### src/hw/rtl/lr_pkg.sv
// ----------------------------------------------------------------------------
// lr_pkg
// Shared types and constants for the line rasteriser: command codes, default
// sizes and the queue status bundle.
// ----------------------------------------------------------------------------
package lr_pkg;

    localparam int COORD_BITS_DEF  = 12;
    localparam int COLOR_BITS      = 32;
    localparam int QUEUE_DEPTH_DEF = 4;

    typedef enum logic {
        OP_LOAD = 1'b0,
        OP_TICK = 1'b1
    } t_opcode;

    typedef struct packed {
        logic full;
        logic empty;
    } t_q_stat;

endpackage

### src/hw/rtl/lr_front.sv
// ----------------------------------------------------------------------------
// lr_front
// Classify each request and, for a load, work out the deltas, step signs,
// major axis and whether the line has any pixels at all.
// ----------------------------------------------------------------------------
module lr_front #(
    parameter int COORD_BITS = lr_pkg::COORD_BITS_DEF
) (
    input  lr_pkg::t_opcode        i_opcode,
    input  logic [COORD_BITS-1:0]  i_start_x,
    input  logic [COORD_BITS-1:0]  i_start_y,
    input  logic [COORD_BITS-1:0]  i_end_x,
    input  logic [COORD_BITS-1:0]  i_end_y,
    output logic                   o_is_load,
    output logic [COORD_BITS-1:0]  o_abs_dx,
    output logic [COORD_BITS-1:0]  o_abs_dy,
    output logic                   o_neg_x,
    output logic                   o_neg_y,
    output logic                   o_x_major,
    output logic                   o_busy
);
    import lr_pkg::*;

    logic [COORD_BITS:0] dx;
    logic [COORD_BITS:0] dy;
    logic [COORD_BITS:0] adx;
    logic [COORD_BITS:0] ady;

    always_comb begin
        dx  = {i_end_x[COORD_BITS-1], i_end_x} - {i_start_x[COORD_BITS-1], i_start_x};
        dy  = {i_end_y[COORD_BITS-1], i_end_y} - {i_start_y[COORD_BITS-1], i_start_y};
        adx = dx[COORD_BITS] ? (~dx + (COORD_BITS+1)'(1)) : dx;
        ady = dy[COORD_BITS] ? (~dy + (COORD_BITS+1)'(1)) : dy;
    end

    assign o_is_load = (i_opcode == OP_LOAD);
    assign o_abs_dx  = adx[COORD_BITS-1:0];
    assign o_abs_dy  = ady[COORD_BITS-1:0];
    // step negative unless the end lies strictly above the start
    assign o_neg_x   = dx[COORD_BITS] | (dx == '0);
    assign o_neg_y   = dy[COORD_BITS] | (dy == '0);
    assign o_x_major = (o_abs_dx > o_abs_dy);
    assign o_busy    = o_x_major ? (|o_abs_dx) : (|o_abs_dy);

endmodule

### src/hw/rtl/lr_queue.sv
// ----------------------------------------------------------------------------
// lr_queue
// Small register FIFO between the front and the back end.
// ----------------------------------------------------------------------------
module lr_queue #(
    parameter int WIDTH = 8,
    parameter int DEPTH = lr_pkg::QUEUE_DEPTH_DEF
) (
    input  logic              i_clk,
    input  logic              i_rst_n,
    input  logic              i_push,
    input  logic [WIDTH-1:0]  i_wdata,
    input  logic              i_pop,
    output logic [WIDTH-1:0]  o_rdata,
    output lr_pkg::t_q_stat   o_stat
);
    import lr_pkg::*;

    localparam int PTR_W = (DEPTH > 1) ? $clog2(DEPTH) : 1;
    localparam int CNT_W = $clog2(DEPTH + 1);

    logic [WIDTH-1:0] r_mem [DEPTH];
    logic [PTR_W-1:0] r_wr_ptr, r_rd_ptr;
    logic [CNT_W-1:0] r_count;
    logic [CNT_W-1:0] n_count;

    function automatic logic [PTR_W-1:0] bump(input logic [PTR_W-1:0] p);
        return (p == PTR_W'(DEPTH - 1)) ? '0 : p + PTR_W'(1);
    endfunction

    always_comb begin
        n_count = r_count;
        if (i_push && !i_pop) begin
            n_count = r_count + CNT_W'(1);
        end else if (!i_push && i_pop) begin
            n_count = r_count - CNT_W'(1);
        end
    end

    always_ff @(posedge i_clk) begin
        if (!i_rst_n) begin
            r_wr_ptr <= '0;
            r_rd_ptr <= '0;
            r_count  <= '0;
        end else begin
            if (i_push) begin
                r_wr_ptr <= bump(r_wr_ptr);
            end
            if (i_pop) begin
                r_rd_ptr <= bump(r_rd_ptr);
            end
            r_count <= n_count;
        end
    end

    always_ff @(posedge i_clk) begin
        if (i_push) begin
            r_mem[r_wr_ptr] <= i_wdata;
        end
    end

    assign o_rdata      = r_mem[r_rd_ptr];
    assign o_stat.full  = (r_count == CNT_W'(DEPTH));
    assign o_stat.empty = (r_count == '0);

endmodule

### src/hw/rtl/lr_back.sv
// ----------------------------------------------------------------------------
// lr_back
// Bresenham stepper: take commands from the queue, hold the line state,
// advance one pixel per tick and present results in an output register.
// ----------------------------------------------------------------------------
module lr_back #(
    parameter int COORD_BITS = lr_pkg::COORD_BITS_DEF
) (
    input  logic                          i_clk,
    input  logic                          i_rst_n,
    input  logic                          i_cmd_valid,
    input  logic                          i_is_load,
    input  logic [COORD_BITS-1:0]         i_start_x,
    input  logic [COORD_BITS-1:0]         i_start_y,
    input  logic [COORD_BITS-1:0]         i_end_x,
    input  logic [COORD_BITS-1:0]         i_end_y,
    input  logic [lr_pkg::COLOR_BITS-1:0] i_color,
    input  logic [COORD_BITS-1:0]         i_abs_dx,
    input  logic [COORD_BITS-1:0]         i_abs_dy,
    input  logic                          i_neg_x,
    input  logic                          i_neg_y,
    input  logic                          i_x_major,
    input  logic                          i_busy,
    output logic                          o_pop,
    output logic                          o_valid,
    input  logic                          i_ready,
    output logic                          o_pixel_valid,
    output logic [COORD_BITS-1:0]         o_pixel_x,
    output logic [COORD_BITS-1:0]         o_pixel_y,
    output logic [lr_pkg::COLOR_BITS-1:0] o_pixel_color,
    output logic                          o_last_pixel
);
    import lr_pkg::*;

    localparam int C = COORD_BITS;
    localparam int E = COORD_BITS + 3;

    logic [C-1:0]          r_cur_x, r_cur_y, r_stop_x, r_stop_y, r_abs_dx, r_abs_dy;
    logic [E-1:0]          r_err;
    logic                  r_neg_x, r_neg_y, r_x_major, r_busy;
    logic [COLOR_BITS-1:0] r_color;

    logic                  r_out_valid, r_out_pv, r_out_last;
    logic [C-1:0]          r_out_x, r_out_y;
    logic [COLOR_BITS-1:0] r_out_color;

    logic [C-1:0] cur_maj, cur_min, stop_maj, len_maj, len_min;
    logic [C-1:0] step_maj, step_min, new_min, n_cur_x, n_cur_y;
    logic         neg_maj, neg_min, take, done, last, can_emit, tick_pop;
    logic [E-1:0] err_add, n_err, err_init;
    logic [C:0]   left;
    logic [C-1:0] init_len;

    always_comb begin
        cur_maj  = r_x_major ? r_cur_x  : r_cur_y;
        cur_min  = r_x_major ? r_cur_y  : r_cur_x;
        stop_maj = r_x_major ? r_stop_x : r_stop_y;
        neg_maj  = r_x_major ? r_neg_x  : r_neg_y;
        neg_min  = r_x_major ? r_neg_y  : r_neg_x;
        len_maj  = r_x_major ? r_abs_dx : r_abs_dy;
        len_min  = r_x_major ? r_abs_dy : r_abs_dx;

        step_maj = cur_maj + (neg_maj ? {C{1'b1}} : C'(1));
        step_min = cur_min + (neg_min ? {C{1'b1}} : C'(1));

        // error grows by twice the minor length; a minor step takes back twice the major
        err_add  = r_err + {2'b00, len_min, 1'b0};
        take     = ~err_add[E-1];
        n_err    = take ? (err_add - {2'b00, len_maj, 1'b0}) : err_add;
        new_min  = take ? step_min : cur_min;

        n_cur_x  = r_x_major ? step_maj : new_min;
        n_cur_y  = r_x_major ? new_min  : step_maj;

        left     = {stop_maj[C-1], stop_maj} - {cur_maj[C-1], cur_maj};
        last     = (left == (C+1)'(1)) || (left == {(C+1){1'b1}});
        done     = (step_maj == stop_maj);

        init_len = i_x_major ? i_abs_dx : i_abs_dy;
        err_init = ~{3'b000, init_len} + E'(1);
    end

    assign can_emit = ~r_out_valid | i_ready;
    assign o_pop    = i_cmd_valid & (i_is_load | can_emit);
    assign tick_pop = o_pop & ~i_is_load;

    // control state
    always_ff @(posedge i_clk) begin
        if (!i_rst_n) begin
            r_busy      <= 1'b0;
            r_out_valid <= 1'b0;
        end else begin
            if (o_pop && i_is_load) begin
                r_busy <= i_busy;
            end else if (tick_pop && r_busy && done) begin
                r_busy <= 1'b0;
            end
            if (tick_pop) begin
                r_out_valid <= 1'b1;
            end else if (i_ready) begin
                r_out_valid <= 1'b0;
            end
        end
    end

    // line state and result payload
    always_ff @(posedge i_clk) begin
        if (o_pop && i_is_load) begin
            r_cur_x   <= i_start_x;
            r_cur_y   <= i_start_y;
            r_stop_x  <= i_end_x;
            r_stop_y  <= i_end_y;
            r_abs_dx  <= i_abs_dx;
            r_abs_dy  <= i_abs_dy;
            r_neg_x   <= i_neg_x;
            r_neg_y   <= i_neg_y;
            r_x_major <= i_x_major;
            r_err     <= err_init;
            r_color   <= i_color;
        end else if (tick_pop && r_busy) begin
            r_cur_x <= n_cur_x;
            r_cur_y <= n_cur_y;
            r_err   <= n_err;
        end
        if (tick_pop) begin
            r_out_pv    <= r_busy;
            r_out_x     <= r_busy ? r_cur_x : '0;
            r_out_y     <= r_busy ? r_cur_y : '0;
            r_out_color <= r_busy ? r_color : '0;
            r_out_last  <= r_busy & last;
        end
    end

    assign o_valid       = r_out_valid;
    assign o_pixel_valid = r_out_pv;
    assign o_pixel_x     = r_out_x;
    assign o_pixel_y     = r_out_y;
    assign o_pixel_color = r_out_color;
    assign o_last_pixel  = r_out_last;

endmodule

### src/hw/rtl/line_rasterizer.sv
// ----------------------------------------------------------------------------
// line_rasterizer
// Integer Bresenham line generator: a load request sets up a line, each tick
// request returns the next pixel along it.
// ----------------------------------------------------------------------------
//  channel   direction  handshake               payload
//  s         in         i_s_tvalid/o_s_tready   tdata: coords+colour, tuser: opcode
//  m         out        o_m_tvalid/i_m_tready   tdata: pixel+colour, tuser: valid, tlast
//
//  One request per clock sustained while the output is ready: a tick popped
//  from the queue head is registered into the output register, one add-and-compare step per pixel.
//  Reset clears the queue, the busy flag and the output valid flag.
//  A stalled output holds the back end; the queue absorbs up to QUEUE_DEPTH
//  requests before o_s_tready drops. Loads produce no result.
// ----------------------------------------------------------------------------
module line_rasterizer #(
    parameter int COORD_BITS  = lr_pkg::COORD_BITS_DEF,
    parameter int QUEUE_DEPTH = lr_pkg::QUEUE_DEPTH_DEF
) (
    input  logic i_clk,
    input  logic i_rst_n,
    input  logic i_s_tvalid,
    output logic o_s_tready,
    // start_x, start_y, end_x, end_y, color_in, zero padding
    input  logic [((4*COORD_BITS + lr_pkg::COLOR_BITS + 7) / 8) * 8 - 1:0] i_s_tdata,
    // opcode
    input  logic i_s_tuser,
    output logic o_m_tvalid,
    input  logic i_m_tready,
    // pixel_x, pixel_y, pixel_color, zero padding
    output logic [((2*COORD_BITS + lr_pkg::COLOR_BITS + 7) / 8) * 8 - 1:0] o_m_tdata,
    // pixel_valid
    output logic o_m_tuser,
    // last_pixel
    output logic o_m_tlast
);
    import lr_pkg::*;

    localparam int C      = COORD_BITS;
    localparam int OUT_W  = ((2*C + COLOR_BITS + 7) / 8) * 8;
    // queue entry: load flag, start, end, colour, |dx|, |dy|, signs, major, busy
    localparam int CMD_W  = 1 + 6*C + COLOR_BITS + 4;

    t_opcode               opcode;
    logic [C-1:0]          start_x, start_y, end_x, end_y;
    logic [COLOR_BITS-1:0] color_in;

    logic                  f_is_load, f_neg_x, f_neg_y, f_x_major, f_busy;
    logic [C-1:0]          f_abs_dx, f_abs_dy;

    logic [CMD_W-1:0]      q_wdata, q_rdata;
    t_q_stat               q_stat;
    logic                  push, pop;

    logic                  b_is_load, b_neg_x, b_neg_y, b_x_major, b_busy;
    logic [C-1:0]          b_start_x, b_start_y, b_end_x, b_end_y, b_abs_dx, b_abs_dy;
    logic [COLOR_BITS-1:0] b_color;

    logic [C-1:0]          pix_x, pix_y;
    logic [COLOR_BITS-1:0] pix_color;

    // unpack the request
    assign opcode   = t_opcode'(i_s_tuser);
    assign start_x  = i_s_tdata[C-1:0];
    assign start_y  = i_s_tdata[2*C-1:C];
    assign end_x    = i_s_tdata[3*C-1:2*C];
    assign end_y    = i_s_tdata[4*C-1:3*C];
    assign color_in = i_s_tdata[4*C+COLOR_BITS-1:4*C];

    // front end: classify and set up the line
    lr_front #(
        .COORD_BITS (COORD_BITS)
    ) u_front (
        .i_opcode  (opcode),
        .i_start_x (start_x),
        .i_start_y (start_y),
        .i_end_x   (end_x),
        .i_end_y   (end_y),
        .o_is_load (f_is_load),
        .o_abs_dx  (f_abs_dx),
        .o_abs_dy  (f_abs_dy),
        .o_neg_x   (f_neg_x),
        .o_neg_y   (f_neg_y),
        .o_x_major (f_x_major),
        .o_busy    (f_busy)
    );

    // accept whenever the queue has room; the back end drains it independently
    assign o_s_tready = ~q_stat.full;
    assign push       = i_s_tvalid & o_s_tready;

    assign q_wdata = {f_is_load, start_x, start_y, end_x, end_y, color_in,
                      f_abs_dx, f_abs_dy, f_neg_x, f_neg_y, f_x_major, f_busy};

    lr_queue #(
        .WIDTH (CMD_W),
        .DEPTH (QUEUE_DEPTH)
    ) u_queue (
        .i_clk   (i_clk),
        .i_rst_n (i_rst_n),
        .i_push  (push),
        .i_wdata (q_wdata),
        .i_pop   (pop),
        .o_rdata (q_rdata),
        .o_stat  (q_stat)
    );

    assign {b_is_load, b_start_x, b_start_y, b_end_x, b_end_y, b_color,
            b_abs_dx, b_abs_dy, b_neg_x, b_neg_y, b_x_major, b_busy} = q_rdata;

    // back end: step the line, one pixel per tick
    lr_back #(
        .COORD_BITS (COORD_BITS)
    ) u_back (
        .i_clk         (i_clk),
        .i_rst_n       (i_rst_n),
        .i_cmd_valid   (~q_stat.empty),
        .i_is_load     (b_is_load),
        .i_start_x     (b_start_x),
        .i_start_y     (b_start_y),
        .i_end_x       (b_end_x),
        .i_end_y       (b_end_y),
        .i_color       (b_color),
        .i_abs_dx      (b_abs_dx),
        .i_abs_dy      (b_abs_dy),
        .i_neg_x       (b_neg_x),
        .i_neg_y       (b_neg_y),
        .i_x_major     (b_x_major),
        .i_busy        (b_busy),
        .o_pop         (pop),
        .o_valid       (o_m_tvalid),
        .i_ready       (i_m_tready),
        .o_pixel_valid (o_m_tuser),
        .o_pixel_x     (pix_x),
        .o_pixel_y     (pix_y),
        .o_pixel_color (pix_color),
        .o_last_pixel  (o_m_tlast)
    );

    // pack the result, padding with zeros to whole bytes
    assign o_m_tdata = OUT_W'({pix_color, pix_y, pix_x});

endmodule

### config.mk
export PLATFORM = sky130hd
export DESIGN_NAME = line_rasterizer
export DESIGN_NICKNAME = d
export VERILOG_FILES = /design/src/hw/rtl/lr_pkg.sv /design/src/hw/rtl/lr_front.sv /design/src/hw/rtl/lr_queue.sv /design/src/hw/rtl/lr_back.sv /design/src/hw/rtl/line_rasterizer.sv
export SDC_FILE = /design/constraint.sdc
export NUM_CORES = 1
export LEC_CHECK = 0
export BUFFER_PORTS_ARGS = -buffer_cell sky130_fd_sc_hd__buf_2
export CAP_MARGIN = 0
export CORE_AREA = 5 5 222 224
export DETAILED_ROUTE_END_ITERATION = 16
export DIE_AREA = 0 0 227 229
export PLACE_DENSITY = 0.81
export SLEW_MARGIN = 10
export SYNTH_ARGS = -nofsm -noshare
export SYNTH_HDL_FRONTEND = slang
export SYNTH_SLANG_ARGS = --single-unit
### constraint.sdc
create_clock -name i_clk -period 8 [get_ports i_clk]
set_clock_uncertainty 0.15 [all_clocks]
set_input_delay 0 -clock i_clk [delete_from_list [all_inputs] [get_ports i_clk]]
set_output_delay 0 -clock i_clk [all_outputs]
set_load 0.02 [all_outputs]
# Word level (Yosys, flattened, before mapping)
# Memories as Yosys holds them, arrays and structs flattened. A register that Yosys moved wholly into a read port is not among the register bits.
# Index checks and enable logic that the tools add are counted.
classes:
  shifts: 0
  multipliers: 0
  reduce_logical: 17
  muxes: 35
  order_cmp: 1
  div_mod_pow: 0
  n_eq_ne: 6
  add_sub_neg: 14
  bitwise_logic: 16
op_table:
  columns: ["operator", "count"]
  rows:
  - ["2-to-1 mux 12 bit", 17]
  - ["2-to-1 mux 15 bit", 3]
  - ["subtractor 12 x 12 -> 13 bit", 3]
  - ["zero test 13 bit", 2]
  - ["adder 12 x 1 -> 12 bit (second input constant)", 2]
  - ["adder 12 bit", 2]
  - ["inverter 12 bit", 2]
  - ["OR reduction 12 bit", 2]
  - ["adder 15 x 1 -> 15 bit (second input constant)", 1]
  - ["adder 15 x 13 -> 15 bit", 1]
  - ["inverter 12 -> 15 bit", 1]
  - ["subtractor 15 x 13 -> 15 bit", 1]
  - ["== test 13 x 1 -> 1 bit (second input constant)", 1]
  - ["== test 13 bit (second input constant)", 1]
  - ["== test 12 bit", 1]
  - ["greater-than comparator 12 bit", 1]
  - ["2-to-1 mux 1 bit", 9]
  - ["2-to-1 mux 2 bit", 4]
  - ["nonzero test 2 bit", 4]
  - ["2-to-1 mux 3 bit", 2]
  - ["logical AND 1 bit", 5]
  - ["inverter 1 bit", 5]
  - ["adder 2 x 1 -> 2 bit (second input constant)", 2]
  - ["AND 1 bit", 4]
  - ["8 further kinds", 13]
totals:
  ramBits: 436
  input_bits: 85
  rom_bits: 0
  memories: 1
  latch_bits: 0
  output_inout_bits: 60
  register_bits: 189
  word_cells: 111
mem_list:
  columns: ["memory", "depth", "width", "read_ports", "rd_clocked_by_memory_dff", "write_ports", "line", "rtl"]
  rows:
  - ["u_queue.r_mem", 4, 109, 1, 1, 1, "lr_queue.sv:22", "logic [WIDTH-1:0] r_mem [DEPTH];"]

# Depth between registers and ports, before layout
# Gate-level depths: netlist (run 1).
logic_depth:
  ltp_word: 9
  ltp_mapped: 23
  ltp_nobuf: 23

# Cells and area by module
# From an unflattened synthesis (run 1), not the netlist that was laid out.
unflattened:
  cells_unflattened: 1856
  area_unflattened_um2: 29075.4
modules_own_cells:
  columns: ["mod", "area_each_um2", "instances", "cells_per_inst", "seq_area_each_um2"]
  rows:
  - ["lr_queue", 16136.7, 1, 613, 13272.7]
  - ["lr_back", 10487.6, 1, 901, 5415.2]
  - ["lr_front", 2437.3, 1, 339, 0.0]
  - ["line_rasterizer", 13.8, 1, 3, 0.0]

# Least setup slack after synthesis (run 1)
# No wires, ideal clock.
synth_timing:
  kind: "register to register"
  startpoint: "register with a tool-made name"
  endpoint: "register u_back.r_cur_x[0] (enable)"
  arrival_time_ns: 6.718
  t_required_ns: 7.454
  path_slack_ns: 0.736
  n_path_buf: 1
  setup_ns: 0.396
  synth_period_minus_slack_ns: 7.264
  stages_incl_launch_ff: 6
  path_cell_list: "dfxtp_1 > buf_2 > mux4_2 > nor3b_1 > nand2_1 > nand2_1"
synth_rtl:
  columns: ["element", "line", "rtl"]
  rows:
  - ["end signal, assigned", "lr_back.sv:109", "r_cur_x <= i_start_x;"]
  - ["end signal, assigned", "lr_back.sv:121", "r_cur_x <= n_cur_x;"]
  - ["end, declared", "lr_back.sv:38", "logic [C-1:0] r_cur_x, r_cur_y, r_stop_x, r_stop_y, r_abs_dx, r_abs_dy;"]

# Final worst setup path (run 1)
layout_timing:
  startpoint: "input port i_s_tdata[36] (netlist name)"
  endpoint: "memory u_queue.r_mem[2][0] (netlist name) (data pin)"
layout_via:
  elab_chain_len: 6
  word_cells_on_any_way: 7
  cone_classes: "2 x add/sub; 1 x order compare; 2 x mux; 1 x bitwise; 1 x reduce/logical"
layout_rtl:
  columns: ["element", "line", "rtl"]
  rows:
  - ["start, declared", "line_rasterizer.sv:25", "input logic [((4*COORD_BITS + lr_pkg::COLOR_BITS + 7) / 8) * 8 - 1:0] i_s_tdata,"]
  - ["subtractor 12 x 12 -> 13 bit (*)", "lr_front.sv:31", "dy = {i_end_y[COORD_BITS-1], i_end_y} - {i_start_y[COORD_BITS-1], i_start_y};"]
  - ["inverter 12 bit", "lr_front.sv:33", "ady = dy[COORD_BITS] ? (~dy + (COORD_BITS+1)'(1)) : dy;"]
  - ["adder 12 x 1 -> 12 bit", "lr_front.sv:33", null]
  - ["2-to-1 mux 12 bit (*)", "lr_front.sv:33", null]
  - ["named net f_abs_dy[7]", "line_rasterizer.sv:49", "logic [C-1:0] f_abs_dx, f_abs_dy;"]
  - ["greater-than comparator 12 bit (*)", "lr_front.sv:42", "assign o_x_major = (o_abs_dx > o_abs_dy);"]
  - ["named net f_x_major", "line_rasterizer.sv:48", "logic f_is_load, f_neg_x, f_neg_y, f_x_major, f_busy;"]
  - ["2-to-1 mux 1 bit (*)", "lr_front.sv:43", "assign o_busy = o_x_major ? (|o_abs_dx) : (|o_abs_dy);"]
  - ["named net f_busy", "line_rasterizer.sv:48", null]
  - ["end, declared", "lr_queue.sv:22", null]
# The timed path passes the listed nets; every way through them passes the cells marked *.

==> flow_results.org, run 1 <==
** Die
- In this run the horizontal extent of the chip is 227 um.
- Initial cell density of the core :: 0.609
- Core outline area :: 47100 sq um
- Die area :: 52000 sq um
- Ports :: 145
- Die Y-Extent :: 229 um
- In this run the core area contains 80 standard-cell rows.

** Cells and area
- In the final layout, the share of cells above drive strength 1 is 0.201.
- Number of nets in the final layout :: 2292
- Compared with the post-synthesis result, the final layout area differs by 15.7%.
- Commonest cells after routing, fill and taps aside :: edfxtp_1, buf_2, mux4_2
- Final Util :: 0.705
- Leading cell type in the layout, fill and taps excluded :: edfxtp_1

** Clock network
- TritonCTS clock tree :: built
- Post-CTS repair changed the size of 0 cells.
- The H-tree was split into 3 levels.
- Clock Root Buffer :: clkbuf_16
- Sinks on the clock net :: 626
- CTS buffer count :: 66
- Post-CTS setup-driven buffer insertion count :: 0
- No sink is reached through more buffers than the 3 on the longest clock path.
- The later pin in the worst-skew pair is clocked with a latency of 590 ps.
- Clock-pin slew was measured on the worst setup and hold paths at 70 ps.

** Worst setup path
- Crit-path max FO :: 15
- Measured in cells, the most critical reg-to-reg path has a length of 14.
- The most numerous cell type found on the critical path is a21oi_1.
- Setup slack, reg-to-reg :: 2940 ps
- The kind of cell with the highest combined delay along the critical path is compound AO/OA/AOI/OAI gates.
- Launching point of the worst reg2reg path :: u_back.r_x_major$_DFFE_PP_
- Kind of end point of the critical path :: flip-flop
- Slowest cell on crit path :: a21oi_1
- Worst EP arrival :: 6110 ps
- The worst setup path is launched from an input pin.
- On the worst path, the slowest cell contributes a delay of 780 ps.
- List of cells traversed by the critical path :: dlygate4sd3_1 > buf_2 > inv_1 > ha_1 > fa_1 > nor2b_1 > o31ai_1 > a21oi_1 > o21ai_0 > a21oi_1 > nor2_1 > xnor2_1 > inv_1 > ha_1 > nand2_1 > o21ai_0 > nand2b_1 > a21oi_1 > nand2_1 > nor4_1 > or4b_1 > or4_1 > o22a_1
- Counting both buffers and inverters, the worst setup path holds a total of 4.
- Worst Path Class, Setup :: input pin to flip-flop
- Count of cell instances traversed by the critical path :: 23
- Worst R2R End :: u_back.r_busy$_SDFFE_PN0P_
- STA puts the critical path data required time at 8160 ps.

** Routing
- Initial DRC Count :: 1526
- The count of nets left with antenna violations once routing finished came out at 0.
- For this block, the routed nets add up to 65400 um of wire.
- Total number of vias :: 17.1k
- Final routed wire length divided by cell count :: 23.6 um
- The first TritonRoute pass finished after 5 iterations.
- For this run, design rule violations remaining after detail routing come to 0.
- DR vias/cell :: 6.19

** Placed design
- Detailed placement finished with a half-perimeter wire length of 41100 um.
- At the end of routability-driven placement, the weighted congestion stood at 0.947.
- Port buffering added 144 buffers.

** Timing
- Setup total negative slack on the finished layout was measured at 0 ps.
- Pins over their slew limit :: 0
- At the pin with the least slew margin, the transition time is 1040 ps.
- Shortest period the worst path allows :: 5940 ps
- Share of the clock period used by the worst path :: 0.743
- Worst rel slew slack :: 0.308
- Hold Fails Final Rpt :: 0
- Derived from the worst setup path, the maximum achievable clock frequency is 0.168 GHz.
- Setup violations remaining at the end of the flow were counted as 0.
- Setup repair after global routing missed its margin :: false

** Min path
- Destination of the worst hold path :: u_queue.r_mem[3][38]$_DFFE_PP_
- Class of the most critical hold timing path :: input pin to flip-flop
- The worst hold path begins at i_s_tdata[58].
- Number of cells on the worst hold path :: 2

** Yosys
- Largest cells by area after synthesis :: edfxtp_1, mux4_2, ha_1
- Summed over all instances, the cell type with the most area after synthesis is edfxtp_1.
- Number of distinct library cells after synthesis :: 78
- Async S/R FF share, synth :: 0
- In this run, synthesis inferred 615 flip-flops with an integrated enable.
- In this run the cell area of the synthesized design comes to 28700 sq um.
- Post-synthesis sequential element count :: 626
- Among all flip-flop cells after synthesis, the most frequent one is edfxtp_1.
- Post-synth net total :: 2029
- Average cell area after synthesis :: 15.7 sq um
- Portion of the post-synthesis area used by sequential elements :: 0.651
- Yosys warns :: 0
- Yosys top cell area share :: 0.643
- Syn Inst Count :: 1835

** Run status
- Run status :: completed

** Global route
- Global-route usage over all layers :: 0.253
- Entering global routing, the biggest net connects 84 pins.
- The initial antenna violation count was 4.
- The number of global-route vias before repair came to 17.7k.
- Summed over all layers, the global routing overflow is 0.
- First-pass GRT wire length :: 101000 um

** Flow run
- The tool flagged a number of max-cap violations equal to 0.

** Pwr
- PD cells :: 480 nW/um^2
- The worst-case IR drop observed on VDD is 0.324 mV.
- Leakage power :: 11.9 nW
timing repair:
| item | 4_1_cts | 5_1_grt |
|---|---|---|
| hold endpoints to repair | 339 | 0 |
| hold buffers | 97 | 0 |
| setup endpoints to repair | 0 | 0 |
Yosys cell counts, types with 9 or more instances:
| cell type | count |
|---|---|
| buf_2 | 9 |
| mux4_2 | 109 |
| or3_1 | 13 |
| a31oi_1 | 15 |
| a21oi_1 | 67 |
| and2_1 | 61 |
| o21a_1 | 12 |
| nand4_1 | 10 |
| ha_1 | 101 |
| clkbuf_1 | 38 |
| nand2_1 | 74 |
| nand2b_1 | 11 |
| and3_1 | 13 |
| buf_1 | 14 |
| nand3_1 | 20 |
| xor2_1 | 34 |
| o31ai_1 | 9 |
| xnor2_1 | 68 |
| edfxtp_1 | 615 |
| a21o_1 | 22 |
| mux2_2 | 38 |
| a211oi_1 | 9 |
| nor2b_1 | 21 |
| nor2_1 | 101 |
| o21ai_0 | 55 |
| mux2i_1 | 51 |
| nor3_1 | 22 |
| dfxtp_1 | 11 |
| o211ai_1 | 10 |
| inv_1 | 87 |
cells by family after synthesis:
kind of cell	Yosys count	share of synthesized area
fa+ha+maj	109	0.0496
buf+inv	149	0.0201
simple gates	385	0.0686
compound gates	266	0.0619
mux	198	0.118
flops	626	0.651
xor+xnor	102	0.0311
flip-flops by register name, summed over array words and instances, names as in the netlist, 2 cells and up, named ones only:
| register | flops |
|---|---|
| u_queue.r_mem | 436 |
| u_back.o_pixel_color | 32 |
| u_back.r_color | 32 |
| u_back.r_err | 14 |
| u_back.o_pixel_x | 12 |
| u_back.o_pixel_y | 12 |
| u_back.r_abs_dx | 12 |
| u_back.r_abs_dy | 12 |
| u_back.r_cur_x | 12 |
| u_back.r_cur_y | 12 |
| u_back.r_stop_x | 12 |
| u_back.r_stop_y | 12 |
| u_queue.r_count | 3 |
| u_queue.r_rd_ptr | 2 |
| u_queue.r_wr_ptr | 2 |
power breakdown:
group          switching [W]  internal (W)
sequential          0.000338       0.00473
combinational        0.00459       0.00329
clock                0.00126       0.00175
per-stage QoR:
stage	power, W	std cells	hold slack (ps)	cell area (sq um)	worst slack (ps)
global placement	0.0125	2548	63.0	30100	2310
CTS	0.0160	2763	0.177	33200	2220
global route	0.0170	2764	30.2	33200	1510
detailed placement	0.0128	2548	70.9	30100	2160
floorplan	0.0110	1835	-51.1	28700	736
finish	0.0160	2764	33.1	33200	2060
per-layer routing:
layer	track usage	wire, um	vias up
met5	0	51	-
met4	0.0822	1810	4
met3	0.0543	5440	127
met2	0.418	32100	767
met1	0.341	25900	8561
li1	-	-	7662
cell type report:
class	instances	area [sq um]
Multi-Input combinational cell	1060	9490
Sequential cell	626	18700
Timing Repair Buffer	257	1820
Antenna cell	1	2.50
Clock inverter	38	392
Inverter	87	329
Tap cell	615	769
Fill cell	2894	13900
Clock buffer	80	1730
worst max path at each step:
stage	start	to	slack, ps
detailed placement	i_s_tdata[36]	u_queue.r_mem[2][0]$_DFFE_PP_	2160
CTS	i_s_tdata[36]	u_queue.r_mem[2][0]$_DFFE_PP_	2220
global route	i_s_tdata[36]	u_queue.r_mem[2][0]$_DFFE_PP_	1510
floorplan	flip-flop	u_back.r_cur_x[0]$_DFFE_PP_	740
global placement	i_s_tdata[36]	u_queue.r_mem[2][0]$_DFFE_PP_	2310
finish	i_s_tdata[36]	u_queue.r_mem[2][0]$_DFFE_PP_	2060
No activity file was read; power rests on OpenSTA's default activity.
==> run 2, diff against run 1 <==
CORE_AREA = 5 5 233 235   (was 5 5 222 224)
DIE_AREA = 0 0 238 240   (was 0 0 227 229)
PLACE_DENSITY = 0.77   (was 0.81)
clock period = 5.46 ns   (was 8 ns; I/O delays follow)
==> run 2 against run 1 <==
  * Clock power rose by 36%
  * Global-route usage fell by 2.9 points
  * Non-clock buffer count rose by 12
  * Die area rose by 9.9%
  * Cell area barely moved
  * Critical path depth did not move
  * Cell count rose by 2.8%
  * Sequential cell count did not move
  * Combinational power rose by 46%
  * Register-to-register slack got worse by 2300 ps
  * Core utilization fell by 6.6 points
  * Sequential share of layout area barely moved
==> flow_results.org, run 2 (same netlist as run 1, synthesis figures left out) <==
** Global route
- Global-route congestion overflow total :: 0
- Number of antenna violations at the first check in global routing :: 1
- For this run, the total global-route usage over all layers was measured as 0.224.
- Pin count of the biggest net entering global routing :: 75
- Vias in the first global route :: 17.2k
- The first global-routing pass estimated 98500 um of wire.

** Cells and area
- In the final layout, the share of cells above drive strength 1 is 0.208.
- In the final design database the tool counted 2304 nets.
- Number of antenna cells inserted :: 0
- Number of flip-flops under the largest register name :: 436
- Largest reg by FF count :: u_queue.r_mem
- Filler instances :: 3599
- The library cells used most frequently in the layout, excluding fill and tap cells, are edfxtp_1, buf_2, mux4_2.
- Leading cell type in the layout, fill and taps excluded :: edfxtp_1
- P&R area growth vs syn :: 15.8%

** Worst setup path
- Top cell family by delay on the critical path :: simple AND/OR/NAND/NOR gates
- Data on the critical path arrives at its endpoint at 5370 ps.
- Buffers & Inverters on Critical Path :: 4
- The worst setup path is launched from an input pin.
- List of cells traversed by the critical path :: dlygate4sd3_1 > buf_2 > inv_1 > ha_1 > inv_1 > fa_1 > a211oi_4 > or4b_1 > o311ai_2 > nand4b_1 > nor2_2 > a31oi_2 > xnor2_1 > ha_1 > nand4_1 > nor2_1 > a221oi_1 > a21oi_1 > nand2_1 > nor4_1 > or4b_1 > or4_1 > o22a_1
- Along the worst path, the maximum fanout reaches 6.
- The largest single stage delay on the critical path is 530 ps.
- The slowest stage of the critical path is the dlygate4sd3_1 cell.
- Required time of the critical path :: 5630 ps
- Kind of end point of the critical path :: flip-flop
- Worst Path Class, Setup :: input pin to flip-flop

** Routing
- For this block, the routed nets add up to 63900 um of wire.
- The first detailed-routing pass ran for 5 iterations.
- Initial DRC Count :: 1503
- After detailed routing, the number of remaining DRC violations is 0.
- Final routed wire length divided by cell count :: 22.5 um
- Number of nets with antenna violations after routing :: 0
- Detailed routing inserted a total of 16.8k vias.
- DR vias/cell :: 5.90

** Timing
- Highest attainable clock frequency :: 0.192 GHz
- For the final routed database, the setup TNS stands at 0 ps.
- Dividing the final minimum period by the clock period gives 0.952.
- Setup repair after global routing missed its margin :: false
- Shortest period the worst path allows :: 5200 ps
- Worst rel slew slack :: 0.329
- Setup violations remaining at the end of the flow were counted as 0.
- Setup slack on the critical path of the routed design comes to 262 ps.
- Pins over their slew limit :: 0
- Actual transition at the worst max-transition pin :: 1010 ps
- Hold Fails Final Rpt :: 0

** Placed design
- Number of port buffers :: 144
- Routability-driven placement congestion ratio :: 0.888
- Detailed placement HPWL :: 42200 um
- Before CTS, the worst setup slack after placement is 163 ps.

** Clock network
- The clock passes through at most 3 buffers.
- In this run the number of H-tree levels came out at 3.
- Clock tree synthesis inserted a total of 66 buffers.
- The clock reaches the later pin of the worst-skew pair after 590 ps.
- Clock-pin slew was measured on the worst setup and hold paths at 60 ps.
- TritonCTS built the clock tree.
- Clock Root Buffer :: clkbuf_16
- Sinks on the clock net :: 626

** Die
- Ports :: 145
- Initial cell density of the core :: 0.552
- The region available for standard cell placement spans 52000 sq um.
- Die area :: 57100 sq um
- Die Wd :: 238 um
- Number of cell rows :: 84
- Die Y-Extent :: 240 um

** Run status
- Run status :: completed

** Pwr
- Maximum vdd ir drop :: 0.412 mV
- PD cells :: 695 nW/um^2
- Post-layout total power :: 0.0231 W
- Leakage power :: 11.9 nW

** Flow run
- Across the run, the number of max-cap violations was 0.

** Min path
- The worst hold path belongs to the class input pin to flip-flop.
-- run 2: power breakdown --
part	switching, W	total [W]	internal (W)
registers	0.000551	0.00748	0.00693
clock network	0.00174	0.00408	0.00234
logic	0.00664	0.0115	0.00491
total	0.00894	0.0231	0.0142
-- run 2: cell type report --
type | count | area (sq um) | area share
Clock inverter | 30 | 203 | 0.00610
Inverter | 87 | 329 | 0.00990
Timing Repair Buffer | 269 | 1890 | 0.0568
Multi-Input combinational cell | 1060 | 9540 | 0.287
Tap cell | 688 | 861 | 0.0259
Sequential cell | 626 | 18700 | 0.562
Clock buffer | 82 | 1730 | 0.0521
-- run 2: worst register-to-register path: cells and delay by family (launching register included) --
family | cells | cell delay (ps)
mux | 1 | 560
xor+xnor | 1 | 90
buf+inv | 1 | 370
flops | 1 | 580
simple gates | 2 | 280
fa+ha+maj | 1 | 500
compound gates | 7 | 1980
-- run 2: repair_timing --
item,in CTS,in global routing
setup buffers,0,1
endpoints found under the setup margin,0,4
hold buffers,87,0
resized for setup,0,8
endpoints found under the hold margin,335,0
-- run 2: final timing paths --
path                                                       start                              to  slack [ps]  cells after the start
worst min-delay path                               i_s_tdata[53]  u_queue.r_mem[3][33]$_DFFE_PP_          40                      2
worst min register to register  u_queue.r_rd_ptr[0]$_SDFFE_PN0P_                       flip-flop         370                      2
worst max-delay path                               i_s_tdata[24]   u_queue.r_mem[3][0]$_DFFE_PP_         260                     23
worst max register to register        u_back.r_x_major$_DFFE_PP_    u_back.r_cur_x[10]$_DFFE_PP_         680                     13
-- run 2: metrics by stage --
step | instance area [sq um] | std cells | hold WS [ps] | util
floorplan | 28700 | 1835 | -51.1 | -
global placement | 30400 | 2642 | 60.8 | 0.584
detailed placement | 30400 | 2642 | 69.2 | 0.584
CTS | 33200 | 2841 | 0.796 | 0.638
global route | 33300 | 2842 | 23.7 | 0.639
finish | 33300 | 2842 | 37.0 | 0.639
-- run 2: routing by layer --
layer	part of all wire	track usage	routed length [um]
met1	0.42	0.299	26700
met2	0.50	0.385	31700
met3	0.061	0.0426	3900
met4	0.023	0.0583	1500
met5	0.00020	0	13
